$ cat config.mk
export PLATFORM = sky130hd
export DESIGN_NAME = plni_front
export DESIGN_NICKNAME = d
export VERILOG_FILES = /design/src/rtl/core/plni_pkg.sv /design/src/rtl/core/plni_front.sv
export SDC_FILE = /design/constraint.sdc
export NUM_CORES = 1
export LEC_CHECK = 0
export BUFFER_PORTS_ARGS = -buffer_cell sky130_fd_sc_hd__buf_2
export CAP_MARGIN = 0
export CORE_MARGIN = 4
export CORE_UTILIZATION = 40
export DETAILED_ROUTE_END_ITERATION = 8
export GPL_ROUTABILITY_DRIVEN = 0
export HOLD_SLACK_MARGIN = 0.03
export PLACE_DENSITY = 0.68
export SLEW_MARGIN = 20
export SYNTH_ARGS = -nofsm -noshare
export SYNTH_HDL_FRONTEND = slang
export SYNTH_SLANG_ARGS = --single-unit
$ cat constraint.sdc
create_clock -name clk -period 4.5 [get_ports clk]
set_input_delay 0.225 -clock clk [delete_from_list [all_inputs] [get_ports clk]]
set_output_delay 0.225 -clock clk [all_outputs]
set_load 0.01 [all_outputs]
$ cat src/rtl/core/plni_pkg.sv
`timescale 1ns / 1ps
package plni_pkg;

    localparam int MAX_EXTENT = 64;
    localparam int EXT_W      = 7;
    localparam int CRD_W      = 6;
    localparam int IDX_W      = 24;
    localparam int PAIR_W     = 13;
    localparam int RECIP_W    = IDX_W + 1;
    localparam int N_STAGES   = 11;

    localparam logic [2:0] REG_EXTENT_X = 3'd0;
    localparam logic [2:0] REG_EXTENT_Y = 3'd1;
    localparam logic [2:0] REG_EXTENT_Z = 3'd2;
    localparam logic [2:0] REG_EXTENT_T = 3'd3;

    localparam logic [EXT_W-1:0] EXT_RESET = 7'd8;

    localparam logic [1:0] DIR_X = 2'd0;
    localparam logic [1:0] DIR_Y = 2'd1;
    localparam logic [1:0] DIR_Z = 2'd2;
    localparam logic [1:0] DIR_T = 2'd3;

    typedef struct packed {
        logic [EXT_W-1:0] x;
        logic [EXT_W-1:0] y;
        logic [EXT_W-1:0] z;
        logic [EXT_W-1:0] t;
    } ext_t;

    typedef struct packed {
        logic [IDX_W-1:0]  site;
        logic [1:0]        dir;
        logic              fwd;
        logic [PAIR_W-1:0] p_xy;
        logic [PAIR_W-1:0] p_zt;
    } item_t;

    typedef struct packed {
        logic             bad;
        logic [1:0]       dir;
        logic             fwd;
        logic [IDX_W-1:0] rest;
        logic [IDX_W-1:0] q;
        logic [CRD_W-1:0] cx;
        logic [CRD_W-1:0] cy;
        logic [CRD_W-1:0] cz;
        logic [CRD_W-1:0] ct;
        logic [IDX_W-1:0] acc;
    } stage_t;

    function automatic logic [EXT_W-1:0] eff_extent(input logic [EXT_W-1:0] raw);
        logic [EXT_W-1:0] v;
        v = raw;
        if (raw == '0)
        begin
            v = EXT_W'(1);
        end
        else if (raw > EXT_W'(MAX_EXTENT))
        begin
            v = EXT_W'(MAX_EXTENT);
        end
        return v;
    endfunction

    // estimate of rest / e from reciprocal; low by at most one
    function automatic logic [IDX_W-1:0] quot_est(input logic [IDX_W-1:0] rest,
                                                  input logic [RECIP_W-1:0] recip);
        logic [IDX_W+RECIP_W-1:0] prod;
        prod = (IDX_W+RECIP_W)'(rest) * (IDX_W+RECIP_W)'(recip);
        return prod[2*IDX_W-1:IDX_W];
    endfunction

    function automatic logic [CRD_W-1:0] step_coord(input logic [CRD_W-1:0] c,
                                                    input logic [EXT_W-1:0] e,
                                                    input logic fwd);
        logic [EXT_W-1:0] up;
        logic [EXT_W-1:0] res;
        up = EXT_W'(c) + EXT_W'(1);
        if (fwd)
        begin
            res = (up >= e) ? '0 : up;
        end
        else
        begin
            res = (c == '0) ? (e - EXT_W'(1)) : (EXT_W'(c) - EXT_W'(1));
        end
        return res[CRD_W-1:0];
    endfunction

endpackage

$ cat src/rtl/core/plni_front.sv
`timescale 1ns / 1ps
module plni_front
    import plni_pkg::*;
(
    input  logic             clk,
    input  logic             rst_n,
    input  ext_t             ext,
    input  logic             in_valid,
    output logic             in_stall,
    input  logic [IDX_W-1:0] site_index,
    input  logic [1:0]       direction,
    input  logic             forward,
    input  logic             q_full,
    output logic             push,
    output item_t            push_item
);

    logic  fr_valid_reg;
    logic  fr_valid_next;
    item_t fr_item_reg;
    logic  take;

    assign in_stall  = fr_valid_reg && q_full;
    assign take      = in_valid && !in_stall;
    assign push      = fr_valid_reg && !q_full;
    assign push_item = fr_item_reg;

    always_comb
    begin
        fr_valid_next = fr_valid_reg;
        if (take)
        begin
            fr_valid_next = 1'b1;
        end
        else if (push)
        begin
            fr_valid_next = 1'b0;
        end
    end

    always_ff @(posedge clk or negedge rst_n)
    begin
        if (!rst_n)
        begin
            fr_valid_reg <= 1'b0;
        end
        else
        begin
            fr_valid_reg <= fr_valid_next;
        end
    end

    // capture the request and partial volumes for the range check
    always_ff @(posedge clk)
    begin
        if (take)
        begin
            fr_item_reg.site <= site_index;
            fr_item_reg.dir  <= direction;
            fr_item_reg.fwd  <= forward;
            fr_item_reg.p_xy <= PAIR_W'(ext.x) * PAIR_W'(ext.y);
            fr_item_reg.p_zt <= PAIR_W'(ext.z) * PAIR_W'(ext.t);
        end
    end

endmodule

==> results of run 1 <==
metrics by stage:
stage	hold slack (ns)	total power (µW)
final	0.1110	2232
after global routing	0.09638	2448
after CTS	0.1002	2271
after detailed placement	0.0004923	1822
after global placement	0.001068	1811
after floorplan	-0.07059	1535
where the power goes:
| group | internal [µW] | leakage (µW) | switching, µW |
|---|---|---|---|
| Clock | 263 | 0.0000771 | 164 |
| Sequential | 693 | 0.000517 | 27.1 |
| Combinational | 491 | 0.00214 | 594 |
| Total | 1450 | 0.00273 | 784 |
synth_stat cells:
cell	count	area, µm²
and2_2	1	7.510
nor4_1	1	6.260
xnor2_1	22	192.7
nor3_1	2	10.01
a31oi_1	1	6.260
xor2_1	4	35.03
o21bai_1	1	7.510
nand3_1	5	25.02
or2_2	1	6.260
o21ai_2	1	8.760
and2_1	74	462.9
a21oi_2	3	26.28
o21ai_1	3	15.01
nor2_1	5	18.77
a21o_1	6	45.04
edfxtp_1	53	1592
o21bai_2	2	22.52
a21oi_1	9	45.04
and3_1	3	18.77
nand2_1	28	105.1
ha_1	60	750.7
fa_1	46	920.9
inv_1	50	187.7
dfrtp_1	1	25.02
o21a_1	2	15.01
a2111oi_4	3	82.58
and3_4	3	33.78
nor2b_1	3	18.77
a211oi_1	2	15.01
repair_timing:
action,4_1_cts,5_1_grt
endpoints found under the hold margin,1,0
hold buffers,1,0
gates resized for setup,0,0
area by class of cell:
cell class                      instances  area, µm²  area share, %
Tap cell                              143      178.9          3.171
Inverter                               50      187.7          3.327
Clock buffer                            6      128.9          2.284
Timing Repair Buffer                  115      583.1          10.33
Sequential cell                        54       1617          28.65
Clock inverter                          2      37.54         0.6653
Multi-Input combinational cell        291       2909          51.56
logic make-up after synthesis:
kind of cell	after synthesis
AO/OA/AOI/OAI	33
buffers and inverters	50
XOR/XNOR	26
adder cells (fa/ha/maj)	106
AND/OR/NAND/NOR	126
flip-flops	54
layer usage:
metal	global-route usage (%)	up-vias
li1	-	1556
met1	19.34	1529
met2	22.58	92
met3	2.435	4
met4	3.016	0
met5	0	-
layout by cell type, fill, tap and decap left out, types with 6 or more instances in the layout:
master    instances
nand2_1          28
xnor2_1          22
buf_2           113
inv_1            50
fa_1             46
a21o_1            6
ha_1             60
and2_1           74
a21oi_1           9
edfxtp_1         53
how the worst min path moves through the flow:
stage / from / end
floorplan: rst_n / fr_valid_reg
global placement: rst_n / fr_valid_reg
detailed placement: rst_n / fr_valid_reg
CTS: site_index[16] / push_item[45]
global route: site_index[2] / push_item[31]
finish: site_index[2] / push_item[31]
worst max-delay path: cells and delay by family:
kind,cells,cell delay (ns)
XOR/XNOR,1,0.08
AND/OR/NAND/NOR,2,0.34
adder cells (fa/ha/maj),5,2.39
buffers and inverters,5,0.33
AO/OA/AOI/OAI,3,0.74
==> out/metrics.cfg, run 1 <==
[run_status]
status=finished, final reports clean

[routing]
wire_per_inst_um=13.52
vias=3181
drt_iter0_markers=126
wl_met3_um=718
drc=0
wl_mm=8.936
wl_met1_mm=3.990
wl_met2_mm=4.154
routed.top_layer=met4
viasPerCell=4.812
ant_nets=0
drtPass1Iterations=4

[critical_path]
start_kind=primary input
endpoint_kind=flop
crit_required_ns=4.54
ff2ff_setup_slack_ns=2.92
cp_slowest_cell=fa_1
crit_chain=buf_2 -> and2_1 -> fa_1 -> inv_1 -> fa_1 -> inv_1 -> fa_1 -> inv_1 -> fa_1 -> inv_1 -> ha_1 -> and3_4 -> a2111oi_4 -> o21ai_1 -> a21oi_1 -> xnor2_1
endpoint=push_item[24]
worst_r2r_endpoint=push_item[25]
max_stage_delay_ns=0.53
path_max_fanout=7
critical_path_class=in -> reg
crit_arrival_ns=4.12
reg2reg_depth=3
cp-startpoint=ext[24]
worstReg2RegStart=fr_valid_reg

[cells_and_area]
syn_to_final_growth_pct=19.89
final_nets=682
drive_gt1_share_pct=26.25
fillers=1031
antennaDiodeCount=0
fin_area_mm2=0.005642
final_cells=661
final_util_pct=49.20
largest_reg_flops=53

[die]
rows=39
core_area_mm2=0.01147
die_h_um=116.5
die_width_um=116.5
die-area_mm2=0.01356
start_util_pct=41.04
ios=114

[synth]
seq_area_frac_synth_pct=34.35
avgSynthCellArea_um2=11.91
yosys_warnings=0
syn_nets=560
synth_top_family_by_area=adder cells
synth_compound_area_share_pct=6.142
synth_seq_cells=54
synth-simple-area-share_pct=15.16
syn_inst=395
synth_xor_xnor_area_share_pct=4.839
yosys.area_share.adder_pct=35.52
synthesis.area_mm2=0.004706
muxShareOfSynthArea_pct=0
synth_cell_types=29

[timing]
fin_setup_tns_ns=0
maxSlewViolCount=0
slew_headroom_pct=56.00
setup_violations=0
rsz0062_at_grt=no
finalHoldViolCount=0
worstMarginPinSlew_ns=0.6600
period_minus_slack_ns=4.086
skew_ns=0.004240
post-route-period-util_pct=90.79
fin_ws_ns=0.4144
max_freq_mhz=244.8

[global_route]
grt_pass1_vias=3335
antenna_found_initial=0
grt_usage_pct=13.82
overflow=0
grt_max_degree=54
grt_pass1_wl_mm=15.28

[clock_tree]
numCtsBuffers=5
clockBufferDepth=2
path_clk_slew_ns=0.07
cts_sinks=54
postCtsSetupBuffers=0
cts_root_buf=clkbuf_16
clkLatencyLatePin_ns=0.28
cts_tree=built
cts-htree-levels=2

[place]
dp_hpwl_mm=7.465
placed_cell_area_mm2=0.005465
numPortBuffers=113
pre_cts_ws_ns=0.1213
dp.cells=652

[pwr]
p_leak_uw=0.002734
p_per_area_mw_per_mm2=395.5
ir_worst_vdd_mv=0.2701

[min_path]
hp-class=in -> reg
hold_path_depth=1

[run]
drv_cap=0

Power figures use the tool's default switching activity.
==> run 2, diff against run 1 <==
--- a/config.mk
+++ b/config.mk
@@ -8,11 +8,12 @@
 export BUFFER_PORTS_ARGS = -buffer_cell sky130_fd_sc_hd__buf_2
 export CAP_MARGIN = 0
 export CORE_MARGIN = 4
-export CORE_UTILIZATION = 40
+export CORE_UTILIZATION = 55
 export DETAILED_ROUTE_END_ITERATION = 8
 export GPL_ROUTABILITY_DRIVEN = 0
 export HOLD_SLACK_MARGIN = 0.03
-export PLACE_DENSITY = 0.68
+export PLACE_DENSITY = 0.87
+export REMOVE_ABC_BUFFERS = 1
 export SLEW_MARGIN = 20
 export SYNTH_ARGS = -nofsm -noshare
 export SYNTH_HDL_FRONTEND = slang
==> run 2 against run 1 <==
  * Clock skew is 0.0018 ns lower
  * Maximum frequency decreased by 0.36%
  * Count of clock-buffer cells in the layout is the same
  * Combinational power hardly changed
  * Sequential power about the same
  * Highest routed layer unchanged
==> out/metrics.cfg, run 2 (same netlist as run 1, synthesis figures left out) <==
[place]
dp_hpwl_mm=8.318  ; +11%
dp.cells=614  ; -5.8%
numPortBuffers=113  ; unchanged

[clock_tree]
cts_root_buf=clkbuf_8
cts_sinks=54  ; unchanged
cts-htree-levels=2  ; unchanged
cts.repair.resized=0  ; unchanged
numCtsBuffers=5  ; unchanged
postCtsHoldBufs=1  ; unchanged
cts_tree=built
postCtsSetupBuffers=0  ; unchanged
clkLatencyLatePin_ns=0.29  ; about the same
path_clk_slew_ns=0.09  ; +0.02 ns
clockBufferDepth=2  ; unchanged

[critical_path]
crit_family=adder cells
crit_chain=buf_2 -> and2_1 -> fa_1 -> inv_1 -> fa_1 -> inv_1 -> fa_1 -> inv_1 -> fa_1 -> inv_1 -> ha_1 -> and3_1 -> a2111oi_4 -> o21ai_1 -> o21ai_1 -> xnor2_1
crit_required_ns=4.55  ; about the same
crit_arrival_ns=4.15  ; +0.03 ns
endpoint_kind=flop
critical_path_class=in -> reg
start_kind=primary input
max_stage_delay_ns=0.55  ; +0.02 ns
path_max_fanout=7  ; unchanged
crit_buf_inv=5  ; unchanged
cp_slowest_cell=fa_1

[timing]
skew_ns=0.002393  ; -0.001847 ns
worstMarginPinSlew_ns=0.5793  ; -0.08075 ns
fin_setup_tns_ns=0  ; unchanged
finalHoldViolCount=0  ; unchanged
period_minus_slack_ns=4.100  ; +0.01469 ns
slew_headroom_pct=61.30  ; +5.3 points
max_freq_mhz=243.9  ; -0.36%
maxSlewViolCount=0  ; unchanged
post-route-period-util_pct=91.12  ; +0.33 points
rsz0062_at_grt=no
setup_violations=0  ; unchanged

[routing]
drc=0  ; unchanged
vias=3327  ; +4.6%
viasPerCell=5.340  ; +11%
wl_mm=9.692  ; +8.5%
ant_nets=0  ; unchanged
drtPass1Iterations=4  ; unchanged
drt_iter0_markers=105  ; -17%
wire_per_inst_um=15.56  ; +15%

[global_route]
grt_max_degree=35  ; -35%
met2_usage_pct=34.61  ; +12 points
grt_usage_pct=19.93  ; +6.1 points
overflow=0  ; unchanged
met3_usage_pct=2.699  ; +0.26 points
met1_usage_pct=26.98  ; +7.6 points
grt_pass1_wl_mm=16.12  ; +5.5%
grt-busiest-layer=met2
grt_pass1_vias=3445  ; +3.3%
antenna_found_initial=0  ; unchanged

[cells_and_area]
syn_to_final_growth_pct=17.20
largest_reg_flops=53  ; unchanged
final_cell_mix=113 x buf_2, 74 x and2_1, 60 x ha_1
drive_gt1_share_pct=26.25  ; unchanged
seqCellArea_mm2=0.001617  ; unchanged
layout_commonest_cell=buf_2
multi_input_comb_area_mm2=0.002909  ; unchanged
antennaDiodeCount=0  ; unchanged
final_nets=682  ; unchanged
final_cells=623  ; -5.7%
fillers=638  ; -38%

[die]
die_h_um=100.5  ; -14%
rows=33  ; -15%
die-area_mm2=0.01010  ; -26%
core_area_mm2=0.008258  ; -28%
start_util_pct=56.98  ; +16 points
ios=114  ; unchanged
die_width_um=100.5  ; -14%

[run]
drv_cap=0  ; unchanged

[pwr]
ir_worst_vdd_mv=0.1735  ; -36%
p_per_area_mw_per_mm2=380.5  ; -3.8%
p_leak_uw=0.002695  ; -1.5%

[min_path]
hp-class=in -> reg

[run_status]
status=finished, final reports clean

run 2: cell count changes in the layout (fill, tap and decap cells not counted):
cell / previous run / this run
bufinv_16: 1 / 0
clkinvlp_4: 1 / 2
clkbuf_8: 0 / 5
clkbuf_16: 5 / 0
run 2: cell type report:
class	count	share of cell area [%]
flip-flops and latches	54	29.31
clock buffers	6	1.316
inverters	50	3.403
repair buffers	115	10.57
well taps	105	2.382
clock inverters	2	0.2722
multi-input cells	291	52.75
run 2: stage by stage:
| step | power (µW) | hold slack, ns | util [%] | instance area (µm²) | setup WS [ns] |
|---|---|---|---|---|---|
| 6_report | 2099 | 0.1028 | 66.79 | 5515 | 0.3997 |
| 5_1_grt | 2287 | 0.08204 | 66.79 | 5515 | 0.2377 |
| 4_1_cts | 2121 | 0.09462 | 66.79 | 5515 | 0.4010 |
| 3_5_place_dp | 1854 | 0.003607 | 65.61 | 5418 | 0.07132 |
| 3_3_place_gp | 1793 | 0.001646 | 65.61 | 5418 | 0.1842 |
| 2_1_floorplan | 1535 | -0.07059 | - | 4706 | 0.4127 |
run 2: path summary, 6_finish.rpt:
path | from | to | slack (ns) | depth (start not counted)
max in group asynchronous | rst_n | fr_valid_reg | 4.19 | 2
min | site_index[3] | push_item[32] | 0.10 | 1
max reg2reg | fr_valid_reg | push_item[49] | 2.59 | 3
max | ext[12] | push_item[12] | 0.40 | 16
min in group asynchronous | rst_n | fr_valid_reg | 0.23 | 2
min reg2reg | fr_valid_reg | fr_valid_reg | 0.74 | 2
run 2: power by group:
group	leakage (µW)	internal [µW]	switching [µW]
clock network	0.0000374	110	149
registers	0.000517	692	28.9
logic	0.00214	497	622
total	0.00269	1300	800
run 2: routing by layer:
metal  wire length (µm)  share of wire, %  up-vias
li1                   -                 -     1556
met1               4011                41     1645
met2               4845                50      120
met3                759               7.8        6
met4                 75              0.77        0
met5                  0                 0        -
==> run 3, diff against run 2 <==
--- a/config.mk
+++ b/config.mk
@@ -7,7 +7,6 @@
 export LEC_CHECK = 0
 export BUFFER_PORTS_ARGS = -buffer_cell sky130_fd_sc_hd__buf_2
 export CAP_MARGIN = 0
-export CORE_MARGIN = 4
 export CORE_UTILIZATION = 55
 export DETAILED_ROUTE_END_ITERATION = 8
 export GPL_ROUTABILITY_DRIVEN = 0
==> run 3 against run 2 <==
  * Wire length down 3.6%
  * Worst setup slack improved by 0.0045 ns
  * Clock skew increased by 0.0021 ns
  * Combinational power about the same
  * Cell count unchanged
  * Critical path depth is the same
  * Global-route usage grew 1.4 points
  * Count of clock-buffer cells in the layout is the same
  * Register-to-register slack better by 0.30 ns
  * Die area is 12% lower
  * Largest cell class unchanged
==> out/metrics.cfg, run 3 (same netlist as run 1, synthesis figures left out) <==
[cells_and_area]
antennaDiodeCount=0  ; unchanged
layout_commonest_cell=buf_2
largest_reg_flops=53  ; unchanged
final_nets=682  ; unchanged
syn_to_final_growth_pct=17.68
seqCellArea_mm2=0.001617  ; unchanged
drive_gt1_share_pct=26.25  ; unchanged
final_cell_mix=113 x buf_2, 74 x and2_1, 60 x ha_1
multi_input_comb_area_mm2=0.002909  ; unchanged
fillers=615  ; -3.6%

[timing]
period_minus_slack_ns=4.096  ; -0.004533 ns
post-route-period-util_pct=91.02  ; -0.10 points
fin_setup_tns_ns=0  ; unchanged
setup_violations=0  ; unchanged
worstMarginPinSlew_ns=0.6459  ; +0.06668 ns
finalHoldViolCount=0  ; unchanged
slew_headroom_pct=56.94  ; -4.4 points
maxSlewViolCount=0  ; unchanged
skew_ns=0.004449  ; +0.002056 ns
rsz0062_at_grt=no
timing.hold.ws_ns=0.09171  ; -0.01112 ns
max_freq_mhz=244.2  ; +0.11%

[clock_tree]
cts-htree-levels=2  ; unchanged
path_clk_slew_ns=0.09  ; about the same
clockBufferDepth=2  ; unchanged
cts.repair.resized=0  ; unchanged
numCtsBuffers=5  ; unchanged
cts_tree=built
postCtsSetupBuffers=0  ; unchanged
postCtsHoldBufs=1  ; unchanged
clkLatencyLatePin_ns=0.30  ; about the same
cts_sinks=54  ; unchanged
cts_root_buf=clkbuf_8

[run]
drv_cap=0  ; unchanged

[critical_path]
start_kind=primary input
reg2reg_depth=3  ; unchanged
endpoint_kind=flop
critical_path_class=in -> reg
crit_chain=buf_2 -> and2_1 -> fa_1 -> inv_1 -> fa_1 -> inv_1 -> fa_1 -> inv_1 -> fa_1 -> inv_1 -> ha_1 -> and3_4 -> a2111oi_4 -> o21ai_1 -> a21oi_1 -> xnor2_1
max_stage_delay_ns=0.53  ; -0.02 ns
crit_required_ns=4.56  ; about the same
crit_arrival_ns=4.15  ; about the same
worstReg2RegStart=fr_valid_reg
crit_family=adder cells
crit_buf_inv=5  ; unchanged
worst_r2r_endpoint=push_item[41]
ff2ff_setup_slack_ns=2.89  ; +0.30 ns
cp_slowest_cell=fa_1
path_max_fanout=7  ; unchanged

[routing]
viasPerCell=5.191  ; -2.8%
drtPass1Iterations=4  ; unchanged
vias=3234  ; -2.8%
wire_per_inst_um=15.00  ; -3.6%
ant_nets=0  ; unchanged
wl_mm=9.347  ; -3.6%
drc=0  ; unchanged
drt_iter0_markers=117  ; +11%

[global_route]
antenna_found_initial=0  ; unchanged
grt_usage_pct=21.32  ; +1.4 points
overflow=0  ; unchanged
grt_pass1_vias=3176  ; -7.8%
grt_max_degree=54  ; +54%
grt_pass1_wl_mm=14.62  ; -9.3%

[die]
ios=114  ; unchanged
rows=33  ; unchanged
start_util_pct=56.98  ; unchanged
die_width_um=94.50  ; -6.0%
die-area_mm2=0.008930  ; -12%
die_h_um=94.50  ; -6.0%
core_area_mm2=0.008258  ; unchanged

[place]
dp_hpwl_mm=7.879  ; -5.3%
numPortBuffers=113  ; unchanged

[pwr]
p_per_area_mw_per_mm2=387.7  ; +1.9%
ir_worst_vdd_mv=0.1805  ; +4.1%
p_leak_uw=0.002709  ; +0.52%

[min_path]
hold_path_depth=1  ; unchanged
hp-class=in -> reg
hp-start=site_index[23]
holdPathEnd=push_item[52]

[run_status]
status=finished, final reports clean

## run 3: cell types whose count changed in the layout (fill, tap and decap cells not counted), sizes merged
cell / previous run / this run
bufinv: 0 / 1
clkinvlp: 2 / 1
## run 3: power by group
part | switching [µW] | internal (µW)
Combinational | 611 | 497
Sequential | 29.6 | 693
Clock | 151 | 166
## run 3: cell type report
type	instances	share of cell area (%)
clock buffers	6	1.310
multi-input cells	291	52.53
inverters	50	3.389
clock inverters	2	0.6778
well taps	105	2.372
flip-flops and latches	54	29.19
repair buffers	115	10.53
## run 3: worst max-delay path by stage
| stage | startpoint | endpoint | slack [ns] | depth (start not counted) |
|---|---|---|---|---|
| final | ext[17] | push_item[24] | 0.40 | 16 |
| after floorplan | ext[17] | push_item[24] | 0.41 | 15 |
| after global routing | ext[12] | push_item[10] | 0.25 | 16 |
| after global placement | ext[17] | push_item[24] | 0.19 | 16 |
| after CTS | ext[17] | push_item[24] | 0.42 | 16 |
| after detailed placement | ext[17] | push_item[24] | 0.09 | 16 |
## run 3: layer usage
metal  global-route usage (%)  part of all wire [%]  vias to the layer above
li1                         -                     -                     1557
met1                    27.51                    42                     1555
met2                    38.10                    51                      109
met3                    2.093                   5.6                       13
met4                    6.061                   1.8                        0
met5                        0                     0                        -
## run 3: stage by stage
stage | cells | total power, µW | area [µm²] | utilization (%) | setup slack [ns]
final | 623 | 2147 | 5538 | 67.06 | 0.4042
after global routing | 623 | 2316 | 5538 | 67.06 | 0.2522
after CTS | 623 | 2167 | 5538 | 67.06 | 0.4161
after detailed placement | 614 | 1846 | 5418 | 65.61 | 0.08518
after global placement | 614 | 1790 | 5418 | 65.61 | 0.1855
after floorplan | 395 | 1535 | 4706 | - | 0.4127
