[src/rtl/core/plni_pkg.sv]
`timescale 1ns / 1ps
package plni_pkg;

    localparam int MAX_EXTENT = 64;
    localparam int EXT_W      = 7;
    localparam int CRD_W      = 6;
    localparam int IDX_W      = 24;
    localparam int PAIR_W     = 13;
    localparam int RECIP_W    = IDX_W + 1;
    localparam int N_STAGES   = 11;

    localparam logic [2:0] REG_EXTENT_X = 3'd0;
    localparam logic [2:0] REG_EXTENT_Y = 3'd1;
    localparam logic [2:0] REG_EXTENT_Z = 3'd2;
    localparam logic [2:0] REG_EXTENT_T = 3'd3;

    localparam logic [EXT_W-1:0] EXT_RESET = 7'd8;

    localparam logic [1:0] DIR_X = 2'd0;
    localparam logic [1:0] DIR_Y = 2'd1;
    localparam logic [1:0] DIR_Z = 2'd2;
    localparam logic [1:0] DIR_T = 2'd3;

    typedef struct packed {
        logic [EXT_W-1:0] x;
        logic [EXT_W-1:0] y;
        logic [EXT_W-1:0] z;
        logic [EXT_W-1:0] t;
    } ext_t;

    typedef struct packed {
        logic [IDX_W-1:0]  site;
        logic [1:0]        dir;
        logic              fwd;
        logic [PAIR_W-1:0] p_xy;
        logic [PAIR_W-1:0] p_zt;
    } item_t;

    typedef struct packed {
        logic             bad;
        logic [1:0]       dir;
        logic             fwd;
        logic [IDX_W-1:0] rest;
        logic [IDX_W-1:0] q;
        logic [CRD_W-1:0] cx;
        logic [CRD_W-1:0] cy;
        logic [CRD_W-1:0] cz;
        logic [CRD_W-1:0] ct;
        logic [IDX_W-1:0] acc;
    } stage_t;

    function automatic logic [EXT_W-1:0] eff_extent(input logic [EXT_W-1:0] raw);
        logic [EXT_W-1:0] v;
        v = raw;
        if (raw == '0)
        begin
            v = EXT_W'(1);
        end
        else if (raw > EXT_W'(MAX_EXTENT))
        begin
            v = EXT_W'(MAX_EXTENT);
        end
        return v;
    endfunction

    // estimate of rest / e from reciprocal; low by at most one
    function automatic logic [IDX_W-1:0] quot_est(input logic [IDX_W-1:0] rest,
                                                  input logic [RECIP_W-1:0] recip);
        logic [IDX_W+RECIP_W-1:0] prod;
        prod = (IDX_W+RECIP_W)'(rest) * (IDX_W+RECIP_W)'(recip);
        return prod[2*IDX_W-1:IDX_W];
    endfunction

    function automatic logic [CRD_W-1:0] step_coord(input logic [CRD_W-1:0] c,
                                                    input logic [EXT_W-1:0] e,
                                                    input logic fwd);
        logic [EXT_W-1:0] up;
        logic [EXT_W-1:0] res;
        up = EXT_W'(c) + EXT_W'(1);
        if (fwd)
        begin
            res = (up >= e) ? '0 : up;
        end
        else
        begin
            res = (c == '0) ? (e - EXT_W'(1)) : (EXT_W'(c) - EXT_W'(1));
        end
        return res[CRD_W-1:0];
    endfunction

endpackage

[src/rtl/core/plni_queue.sv]
`timescale 1ns / 1ps
module plni_queue
    import plni_pkg::*;
(
    input  logic  clk,
    input  logic  rst_n,
    input  logic  push,
    input  item_t push_item,
    output logic  full,
    input  logic  pop,
    output logic  not_empty,
    output item_t pop_item
);

    item_t      mem_reg [0:3];
    logic [1:0] wr_ptr_reg;
    logic [1:0] rd_ptr_reg;
    logic [2:0] cnt_reg;
    logic       do_pop;

    assign full      = (cnt_reg == 3'd4);
    assign not_empty = (cnt_reg != 3'd0);
    assign pop_item  = mem_reg[rd_ptr_reg];
    assign do_pop    = pop && not_empty;

    always_ff @(posedge clk or negedge rst_n)
    begin
        if (!rst_n)
        begin
            wr_ptr_reg <= '0;
            rd_ptr_reg <= '0;
            cnt_reg    <= '0;
        end
        else
        begin
            if (push)
            begin
                wr_ptr_reg <= wr_ptr_reg + 2'd1;
            end
            if (do_pop)
            begin
                rd_ptr_reg <= rd_ptr_reg + 2'd1;
            end
            if (push && !do_pop)
            begin
                cnt_reg <= cnt_reg + 3'd1;
            end
            else if (do_pop && !push)
            begin
                cnt_reg <= cnt_reg - 3'd1;
            end
        end
    end

    always_ff @(posedge clk)
    begin
        if (push)
        begin
            mem_reg[wr_ptr_reg] <= push_item;
        end
    end

endmodule

[config.mk]
export PLATFORM = sky130hd
export DESIGN_NAME = plni_queue
export DESIGN_NICKNAME = d
export VERILOG_FILES = /design/src/rtl/core/plni_pkg.sv /design/src/rtl/core/plni_queue.sv
export SDC_FILE = /design/constraint.sdc
export NUM_CORES = 1
export LEC_CHECK = 0
export BUFFER_PORTS_ARGS = -buffer_cell sky130_fd_sc_hd__buf_2
export CAP_MARGIN = 20
export CORE_MARGIN = 4
export CORE_UTILIZATION = 28
export CTS_CLUSTER_SIZE = 14
export DETAILED_ROUTE_END_ITERATION = 8
export GPL_ROUTABILITY_DRIVEN = 0
export PLACE_DENSITY = 0.51
export SLEW_MARGIN = 20
export SYNTH_ARGS = -nofsm -noshare
export SYNTH_HDL_FRONTEND = slang
export SYNTH_SLANG_ARGS = --single-unit
[constraint.sdc]
create_clock -name clk -period 2.2 [get_ports clk]
set_input_delay 0.22 -clock clk [delete_from_list [all_inputs] [get_ports clk]]
set_output_delay 0.22 -clock clk [all_outputs]
set_load 0.05 [all_outputs]
==> results of run 1 <==
cell usage in the layout (no fill, tap or decap), types with 4 or more instances in the layout:
cell type	Yosys	final
clkinv_1	0	8
dlygate4sd3_1	0	56
buf_2	6	58
buf_4	0	4
and2_4	0	4
buf_12	5	9
ha_1	5	5
bufinv_16	0	4
buf_16	0	4
clkbuf_16	0	26
mux4_2	48	53
buf_6	1	51
dfrtp_1	7	5
edfxtp_1	212	212
worst max path at each step:
stage | start | end | cells past startpoint
after floorplan | cnt_reg[0] | cnt_reg[2] | 8
after global placement | cnt_reg[1] | cnt_reg[2] | 8
after detailed placement | cnt_reg[1] | cnt_reg[2] | 8
after CTS | rd_ptr_reg[0] | pop_item[38] | 4
after global routing | rd_ptr_reg[0] | pop_item[14] | 4
final | rd_ptr_reg[0] | pop_item[38] | 4
final cells by class:
type                       instances  area share, %
clock buffer                      27           5.71
clock inverter                    17           1.64
inverter                           3          0.102
multi-input combinational         77           12.8
sequential                       219           59.1
tap                              384           4.34
timing repair buffer             186           16.4
power breakdown:
group          total [mW]  internal (mW)  switching, mW
Combinational        7.41           3.04           4.37
Sequential           5.69           5.47          0.215
Clock                4.05           2.53           1.52
logic make-up (layout without fill, tap and decap cells):
logic type	Yosys count	in the layout
compound gates	1	1
buf+inv	15	233
xor+xnor	6	6
mux	54	54
flops	219	219
simple gates	10	10
fa+ha+maj	6	6
through the flow:
step / TNS (ns) / hold slack (ns) / area, um^2
floorplan: 0 / -0.0756 / 8120
global placement: 0 / 0.0611 / 9180
detailed placement: 0 / 0.0708 / 9180
CTS: -2.85 / 0.0516 / 11000
global route: -3.79 / 0.0948 / 11100
finish: -0.876 / 0.0766 / 11100
layer usage:
layer,global-route usage (%),up-vias
met2,17.2,93
met1,13.6,2034
met4,2.21,2
met3,2.52,22
li1,-,1735
met5,0,-
critical path, cell delays in order, from the launching register on:
cell	delay, ns
dfrtp_4	0.53
buf_12	0.16
buf_16	0.15
mux4_2	0.52
buf_6	0.17
repair_timing:
action / 4_1_cts / 5_1_grt
setup endpoints to repair: 53 / 54
cloned: 4 / 1
gates resized for setup: 113 / 8
buffers inserted: 5 / 3
hold buffers: 56 / 0
endpoints found under the hold margin: 222 / 0
==> metrics, run 1 <==
violations in the final reports negative setup slack; vias post-DR 3,886; placed wire-length estimate after detailed placement 8.46 mm; internal reg-to-reg setup slack 0.13 ns; sequential cell area fraction in the yosys report 80.6%; via count of the first global-routing pass 4,191; total of max-cap violations 0; Power, Total between 15 and 20 mW; simple-gate area share of the yosys netlist less than 1%; mux contribution to synthesized area between 10% and 20%; number of filler instances in the final layout roughly 2,600; leakage power of the design roughly 3.8 nW; cell area after technology mapping roughly 0.008 mm^2; final standard cell count with taps included and fillers excluded 913; total instance count after detailed placement ~800; type of origin of the critical path register; most used standard cells in the synthesized netlist edfxtp_1, mux4_2, dfrtp_1; Skew-Pair Late Insertion Delay about 0.50 ns; number of antenna violations at the first check in global routing 1; CTS HTree Levels 1; depth of the worst register-to-register path 8; global-route wire length before repair around 24 mm; total nets after synthesis 374; maximum number of pins on one net before global-route repair 55; share of post-route cells with drive strength above 1 a little over two fifths; DRT Wirelength about 17 mm; slew at the pin with the worst max-slew slack about 0.43 ns; length of the first detailed-routing pass in iterations 4; number of top-level design ports 112; fraction of synthesis flops using an asynchronous set or reset pin 3.20%; Setup Crit Path Kind register to output port; Sinks on Clock Net roughly 220; min Tclk post-route 2.27 ns; starting density of the core 28.3%; most used standard cell by instance count after synthesis edfxtp_1; final design utilization 38.7%; share of the clock period used by the worst path after layout 103%; number of failing setup endpoints in the final timing report 26; total length of routed met2 wires between 8 and 9 mm; mean instance size in the synthesized netlist 26.1 um^2; share of synthesized cell area in full adder, half adder and majority cells 1.02%; vertical die dimension 178 um; number of flip-flops under the largest register name roughly 210; fin. max-slew vios 0; cell accounting for the most synthesized area edfxtp_1; highest routed metal layer met5; Synth Register Bits about 220; root buf cell clkbuf_16; floorplan row count between 60 and 70; deepest clock path buffer count 3; synthesized-area fraction occupied by ao, oa, aoi and oai cells less than 1%; footprint of the multi-input gates about 0.0014 mm^2; highest achievable clock rate 441 MHz; Post-Synth XOR/XNOR Area less than 1%; TritonCTS clock tree built; top post-synthesis cells by area edfxtp_1, mux4_2, dfrtp_1, mux4_1, buf_12; Core Region approximately 0.029 mm^2; warnings from Yosys 0; Setup WS pre-CTS about 0.11 ns; commonest register cell after synthesis edfxtp_1; total power density per cell area roughly 1500 mW/mm^2; share of Yosys cell area claimed by the top area cell type 78.5%; detail-routed via count per cell between 4 and 5; Reg clk slew, reported paths around 0.060 ns; number of enable flip-flop cells after synthesis roughly 210; Hold WC Path Type input pin to async pin; combinational family with the most area after synthesis multiplexers; total of buffers placed on input and output ports 111; gr ovfl total 0; cell count after synthesis just over 300; die footprint 0.0318 mm^2; global router's overall resource usage about a tenth; synthesis-to-layout area growth 36.6%; final routed DRC violation total 0; WL/cell 18.2 um; data required time at the worst endpoint between 1.5 and 2 ns; Cell variety after synth 20; die boundary width roughly 180 um; post-route worst setup slack -0.0673 ns; diodes inserted 0; DRC violation total after the first TritonRoute iteration around 180; worst vdd rail ir drop around 0.78 mV; Post-layout nets ~570; Worst R2R Start cnt_reg[1]; reg-to-reg endpoint cnt_reg[2]; Critical Path AT about 2.1 ns; largest driver fanout on the critical path 8; result of the run finished, violations left; RSZ-0062 raised after global routing true; worst clock skew 0.0189 ns; routed length on met3 899 um; number of nets with antenna violations after detailed routing 0; area of all sequential standard cells 0.00655 mm^2; number of endpoints with negative hold slack in the final report 0; crit end category output port; worst relative slew slack 71.0%; total routed wire length on the met1 layer 7.16 mm; number of buffers created by CTS 24
No activity file was read; power rests on OpenSTA's default activity.
==> run 2, diff against run 1 <==
CELL_PAD_IN_SITES_DETAIL_PLACEMENT = 2   (was not set)
CELL_PAD_IN_SITES_GLOBAL_PLACEMENT = 2   (was not set)
PLACE_DENSITY = 0.53   (was 0.51)
==> run 2 against run 1 <==
  * Via count up 2.0%
  * Sequential power about the same
  * Critical endpoint is now pop_item[51]
  * Highest routed layer is now met4
  * Setup slack better by 0.063 ns
  * Clock skew down 0.010 ns
  * Utilization up 0.11 points
  * Power about the same
  * The run still ends with negative setup slack left
==> metrics, run 2 (synthesis results as in run 1) <==
number of antenna violations at the first check in global routing 0 (-1); share of the clock period used by the worst path after layout 100% (-2.9 points); slowest stage cell on the critical path mux4_2; violations in the final reports negative setup slack; global-route wire length before repair 28.2 mm (+15%); Setup WS pre-CTS 0.0490 ns (-0.0573 ns); slew at the pin with the worst max-slew slack 0.337 ns (-0.0973 ns); length of the first detailed-routing pass in iterations 4 (unchanged); global router's overall resource usage 11.7% (+1.5 points); number of top-level design ports 112 (unchanged); fin. max-slew vios 0 (unchanged); detail-routed via count per cell 4.29 (+0.68%); vias post-DR 3,964 (+2.0%); deepest clock path buffer count 3 (unchanged); min Tclk post-route 2.20 ns (-0.0632 ns); highest-count cells in the layout ignoring fill and taps edfxtp_1, buf_2, dlygate4sd3_1; leakage power of the design 3.87 nW (+0.90%); number of flip-flops under the largest register name 212 (unchanged); Post-layout nets 584 (+1.7%); number of filler instances in the final layout 2,683 (+3.5%); post-layout instance area 0.0111 mm^2 (+0.28%); footprint of the multi-input gates 0.00142 mm^2 (+0.62%); total of max-cap violations 0 (unchanged); Worst R2R Start cnt_reg[0]; placed wire-length estimate after detailed placement 11.2 mm (+33%); die footprint 0.0318 mm^2 (unchanged); Core Region 0.0286 mm^2 (unchanged); cell area after placement 0.00930 mm^2 (+1.3%); type of origin of the critical path register; share of post-route cells with drive strength above 1 44.2% (+1.6 points); Worst path most repeated cell buf_12; number of endpoints with negative hold slack in the final report 0 (unchanged); final design utilization 38.8% (+0.11 points); Hold WC Path Type input pin to async pin; DRT Wirelength 18.4 mm (+11%); number of nets with antenna violations after detailed routing 0 (unchanged); die boundary width 178 um (unchanged); Sinks on Clock Net 219 (unchanged); diodes inserted 0 (unchanged); synthesis-to-layout area growth 37.0%; final routed DRC violation total 0 (unchanged); vertical die dimension 178 um (unchanged); WL/cell 19.9 um (+9.7%); number of failing setup endpoints in the final timing report 1 (-96%); data required time at the worst endpoint 1.98 ns (about the same); via count of the first global-routing pass 4,663 (+11%); largest driver fanout on the critical path 11 (+3); CTS HTree Levels 1 (unchanged); worst clock skew 0.00883 ns (-0.0101 ns); Setup Crit Path Kind register to output port; CP cell instances buf_12 -> buf_12 -> mux4_2 -> buf_6; floorplan row count 62 (unchanged); Reg clk slew, reported paths 0.06 ns (about the same); number of buffers created by CTS 26 (+8.3%); starting density of the core 28.3% (unchanged); most frequent standard cell in the layout excluding fill and tap cells edfxtp_1; internal reg-to-reg setup slack 0.12 ns (about the same); total of buffers placed on input and output ports 111 (unchanged); worst vdd rail ir drop 0.858 mV (+11%); result of the run finished, violations left; DRC violation total after the first TritonRoute iteration 184 (+1.7%); stage delay of the slowest cell on the critical path 0.54 ns (about the same); maximum number of pins on one net before global-route repair 27 (-51%); depth of the worst register-to-register path 8 (unchanged); area of all sequential standard cells 0.00655 mm^2 (about the same); Skew-Pair Late Insertion Delay 0.51 ns (about the same); worst relative slew slack 77.5% (+6.5 points); post-route worst setup slack -0.00403 ns (+0.0632 ns); highest achievable clock rate 454 MHz (+2.9%); Critical Path AT 1.98 ns (-0.07 ns); root buf cell clkbuf_16; crit end category output port; reg-to-reg endpoint cnt_reg[2]; RSZ-0062 raised after global routing true; TritonCTS clock tree built; total power density per cell area 1540 mW/mm^2 (-0.37%); gr ovfl total 0 (unchanged)
-- run 2: cell types whose count changed in the layout (fill, tap and decap cells not counted), sizes merged --
cell	previous run	this run
buf	129	137
clkbuf	28	31
clkinv	12	15
bufinv	4	2
-- run 2: how the worst max path moves through the flow --
stage	slack, ns	cells after the start	startpoint	to
detailed placement	0.05	8	cnt_reg[1]	cnt_reg[2]
CTS	-0.07	4	rd_ptr_reg[0]	pop_item[8]
finish	-0.004	4	rd_ptr_reg[0]	pop_item[51]
global placement	0.17	8	cnt_reg[1]	cnt_reg[2]
floorplan	0.09	8	cnt_reg[0]	cnt_reg[2]
global route	-0.09	4	rd_ptr_reg[0]	pop_item[10]
-- run 2: metrics by stage --
step	total power, mW	setup TNS, ns	std cells	hold WS [ns]
after global placement	12.0	0	813	0.0665
after detailed placement	12.0	0	813	0.0765
after floorplan	10.4	0	311	-0.0756
final	17.1	-0.00403	925	0.0804
after global routing	18.0	-2.63	925	0.0651
after CTS	17.2	-0.901	922	0.0598
-- run 2: final cells by class --
type                    count  share of cell area (%)
clock buffers              30                    6.18
inverters                   3                   0.101
clock inverters            18                    1.24
flip-flops and latches    219                    58.9
well taps                 384                    4.32
multi-input cells          77                    12.8
repair buffers            194                    16.4
-- run 2: metal layers --
| layer | vias up | global-route usage, % | wire (um) |
|---|---|---|---|
| li1 | 1753 | - | - |
| met1 | 2097 | 14.6 | 7670 |
| met2 | 88 | 21.0 | 9580 |
| met3 | 26 | 2.46 | 782 |
| met4 | 0 | 2.75 | 398 |
| met5 | - | 0 | 0 |
-- run 2: worst max-delay path: cells and delay by family, from the launching register on --
kind / cells / cell delay, ns
mux: 1 / 0.54
buf+inv: 3 / 0.50
flops: 1 / 0.42
-- run 2: timing repair --
action,4_1_cts,5_1_grt
hold endpoints to repair,221,0
buffers inserted,5,2
endpoints found under the setup margin,53,52
cloned,0,1
gates resized for setup,92,22
hold buffers,56,0
pin swaps,0,1
-- run 2: power by group --
part	total (mW)	internal, mW	leakage (nW)	switching (mW)
logic	7.34	2.99	1.43	4.35
registers	5.72	5.47	2.03	0.246
clock network	4.07	2.46	0.407	1.61
total	17.1	10.9	3.87	6.21
==> run 3, diff against run 2 <==
CORE_UTILIZATION = 38   (was 28)
PLACE_DENSITY = 0.69   (was 0.53)
==> run 3 against run 2 <==
  * The run still ends with negative setup slack left
  * Hold slack got worse by 0.032 ns
  * Clock power down 12%
  * Maximum frequency down 0.20%
  * Non-clock buffer count decreased by 4
  * Critical path depth did not move
  * Clock-buffer cell count unchanged
  * Power down 2.5%
  * Global-route usage up 3.6 points
  * Routed wire length up 0.49%
  * Clock skew increased by 0.0050 ns
  * Combinational power grew 1%
  * Sequential share of layout area up 1.6 points
  * Largest cell class unchanged
  * Highest routed layer is now met5
==> metrics, run 3 (synthesis results as in run 1) <==
Hold WS 0.0481 ns (-0.0324 ns); worst vdd rail ir drop 0.849 mV (-1.0%); cell family contributing the most delay on the critical path multiplexers; total power density per cell area 1540 mW/mm^2 (about the same); crit end category output port; number of antenna violations at the first check in global routing 1 (+1); slew at the pin with the worst max-slew slack 0.491 ns (+0.153 ns); deepest clock path buffer count 3 (unchanged); clock network fraction of total power 21.4% (-2.4 points); floorplan row count 53 (-15%); Skew-Pair Late Insertion Delay 0.50 ns (about the same); highest achievable clock rate 453 MHz (-0.20%); final total negative setup slack -0.0234 ns (-0.0193 ns); diodes inserted 0 (unchanged); reg-to-reg endpoint cnt_reg[2]; Comb power frac 44.4% (+1.5 points); Worst R2R Start cnt_reg[1]; highest-count cells in the layout ignoring fill and taps edfxtp_1, buf_2, dlygate4sd3_1; min Tclk post-route 2.21 ns (+0.00450 ns); detail-routed via count per cell 4.88 (+14%); hold depth 2; via count of the first global-routing pass 4,635 (-0.60%); CP cell instances buf_12 -> buf_12 -> mux4_2 -> buf_6; data required time at the worst endpoint 1.98 ns (about the same); Reg clk slew, reported paths 0.05 ns (about the same); type of origin of the critical path register; total of max-cap violations 0 (unchanged); footprint of the multi-input gates 0.00142 mm^2 (-0.26%); internal reg-to-reg setup slack 0.03 ns (-0.09 ns); number of failing setup endpoints in the final timing report 5 (+4); Reg power frac 34.2% (+0.8 points); violations in the final reports negative setup slack; Switching Fraction 37.0% (+0.73 points); RSZ-0062 raised after global routing true; internal power 10.5 mW (-3.7%); Critical path buffers and inverters 3 (unchanged); share of post-route cells with drive strength above 1 42.5% (-1.7 points); length of the first detailed-routing pass in iterations 4 (unchanged); number of buffers created by CTS 24 (-7.7%); share of the clock period used by the worst path after layout 100% (+0.20 points); number of top-level design ports 112 (unchanged); TritonCTS clock tree built; Sinks on Clock Net 219 (unchanged); global-route wire length before repair 27.8 mm (-1.4%); vertical die dimension 154 um (-14%); Switching Power 6.17 mW (-0.59%); number of flip-flops under the largest register name 212 (unchanged); die boundary width 154 um (-14%); total of buffers placed on input and output ports 111 (unchanged); WL/cell 23.0 um (+15%); Hold WC Path Type input pin to register; endpoint of the worst hold path wr_ptr_reg[0]; Worst path most repeated cell buf_12; depth of the worst register-to-register path 8 (unchanged); Power, Total 16.7 mW (-2.5%); result of the run finished, violations left; CTS HTree Levels 1 (unchanged); post-route worst setup slack -0.00853 ns (-0.00450 ns); largest driver fanout on the critical path 12 (+1); root buf cell clkbuf_16; die footprint 0.0238 mm^2 (-25%); number of endpoints with negative hold slack in the final report 0 (unchanged); stage delay of the slowest cell on the critical path 0.53 ns (about the same); gr ovfl total 0 (unchanged); number of filler instances in the final layout 1,775 (-34%); final routed DRC violation total 0 (unchanged); global router's overall resource usage 15.4% (+3.6 points); Hold Startpoint push; Setup Crit Path Kind register to output port; area of all sequential standard cells 0.00655 mm^2 (unchanged); DRC violation total after the first TritonRoute iteration 175 (-4.9%); slowest stage cell on the critical path mux4_2; synthesis-to-layout area growth 33.4%; most frequent standard cell in the layout excluding fill and tap cells edfxtp_1; worst relative slew slack 67.3% (-10 points); placed wire-length estimate after detailed placement 10.8 mm (-3.3%); Core Region 0.0210 mm^2 (-27%); leakage power of the design 3.78 nW (-2.2%); maximum number of pins on one net before global-route repair 34 (+26%); Critical Path AT 1.99 ns (about the same); starting density of the core 38.6% (+10 points); Post-layout nets 578 (-1.0%); Setup WS pre-CTS 0.00843 ns (-0.0406 ns); DRT Wirelength 18.5 mm (+0.49%); fin. max-slew vios 0 (unchanged); worst clock skew 0.0138 ns (+0.00497 ns); vias post-DR 3,937 (-0.68%); number of nets with antenna violations after detailed routing 0 (unchanged)
[run 3: cell count changes in the layout (fill, tap and decap cells not counted), moves of 2 or more]
cell	before	now
bufinv_16	2	0
buf_12	11	9
clkinv_1	7	11
clkinv_2	7	2
clkbuf_1	3	5
[run 3: cell type report]
cell class | count | share of cell area (%)
inverter | 3 | 0.104
clock buffer | 30 | 5.95
timing repair buffer | 190 | 16.7
tap | 275 | 3.18
sequential | 219 | 60.5
clock inverter | 13 | 0.474
multi-input combinational | 77 | 13.1
[run 3: worst reg2reg max path, stage by stage, from the launching register on]
cell and delay [ns]:
dfrtp_1 0.42, or3_4 0.40, nand2_2 0.10, ha_2 0.20, inv_1 0.06, fa_1 0.38
xor2_1 0.20, nor2_1 0.14, xor2_1 0.19
[run 3: worst max path at each step]
stage                        from           end  slack [ns]  cells past startpoint
floorplan              cnt_reg[0]    cnt_reg[2]        0.09                      8
global placement       cnt_reg[0]    cnt_reg[2]        0.16                      8
detailed placement     cnt_reg[0]    cnt_reg[2]       0.008                      8
CTS                 rd_ptr_reg[0]  pop_item[12]       -0.07                      4
global route        rd_ptr_reg[0]  pop_item[14]       -0.07                      4
finish              rd_ptr_reg[0]  pop_item[14]      -0.009                      4
[run 3: repair_timing]
action,in CTS,in global routing
endpoints found under the hold margin,219,1
buffers inserted,2,5
setup endpoints to repair,38,51
pin swaps,0,0
hold buffers,54,1
gates resized for setup,104,13
cloned,2,3
[run 3: layer usage]
metal | vias up | global-route usage [%] | wire (um)
met5 | - | 0 | 13
met4 | 2 | 2.99 | 300
met3 | 26 | 3.49 | 892
met2 | 99 | 28.0 | 9860
met1 | 2072 | 18.8 | 7460
li1 | 1738 | - | -
[run 3: through the flow]
stage	instance area, um^2	utilization [%]	cells
2_1_floorplan	8120	-	311
3_3_place_gp	9080	43.2	699
3_5_place_dp	9080	43.2	699
4_1_cts	10700	50.9	800
5_1_grt	10800	51.5	807
6_report	10800	51.5	807
[run 3: power by group through the flow]
stage,Clock [mW],Sequential (mW),Combinational [mW]
floorplan,0,5.68,4.67
finish,3.58,5.70,7.41
global route,3.88,5.77,7.75
detailed placement,0,5.82,6.03
CTS,3.69,5.75,7.23
global placement,0,5.72,5.98
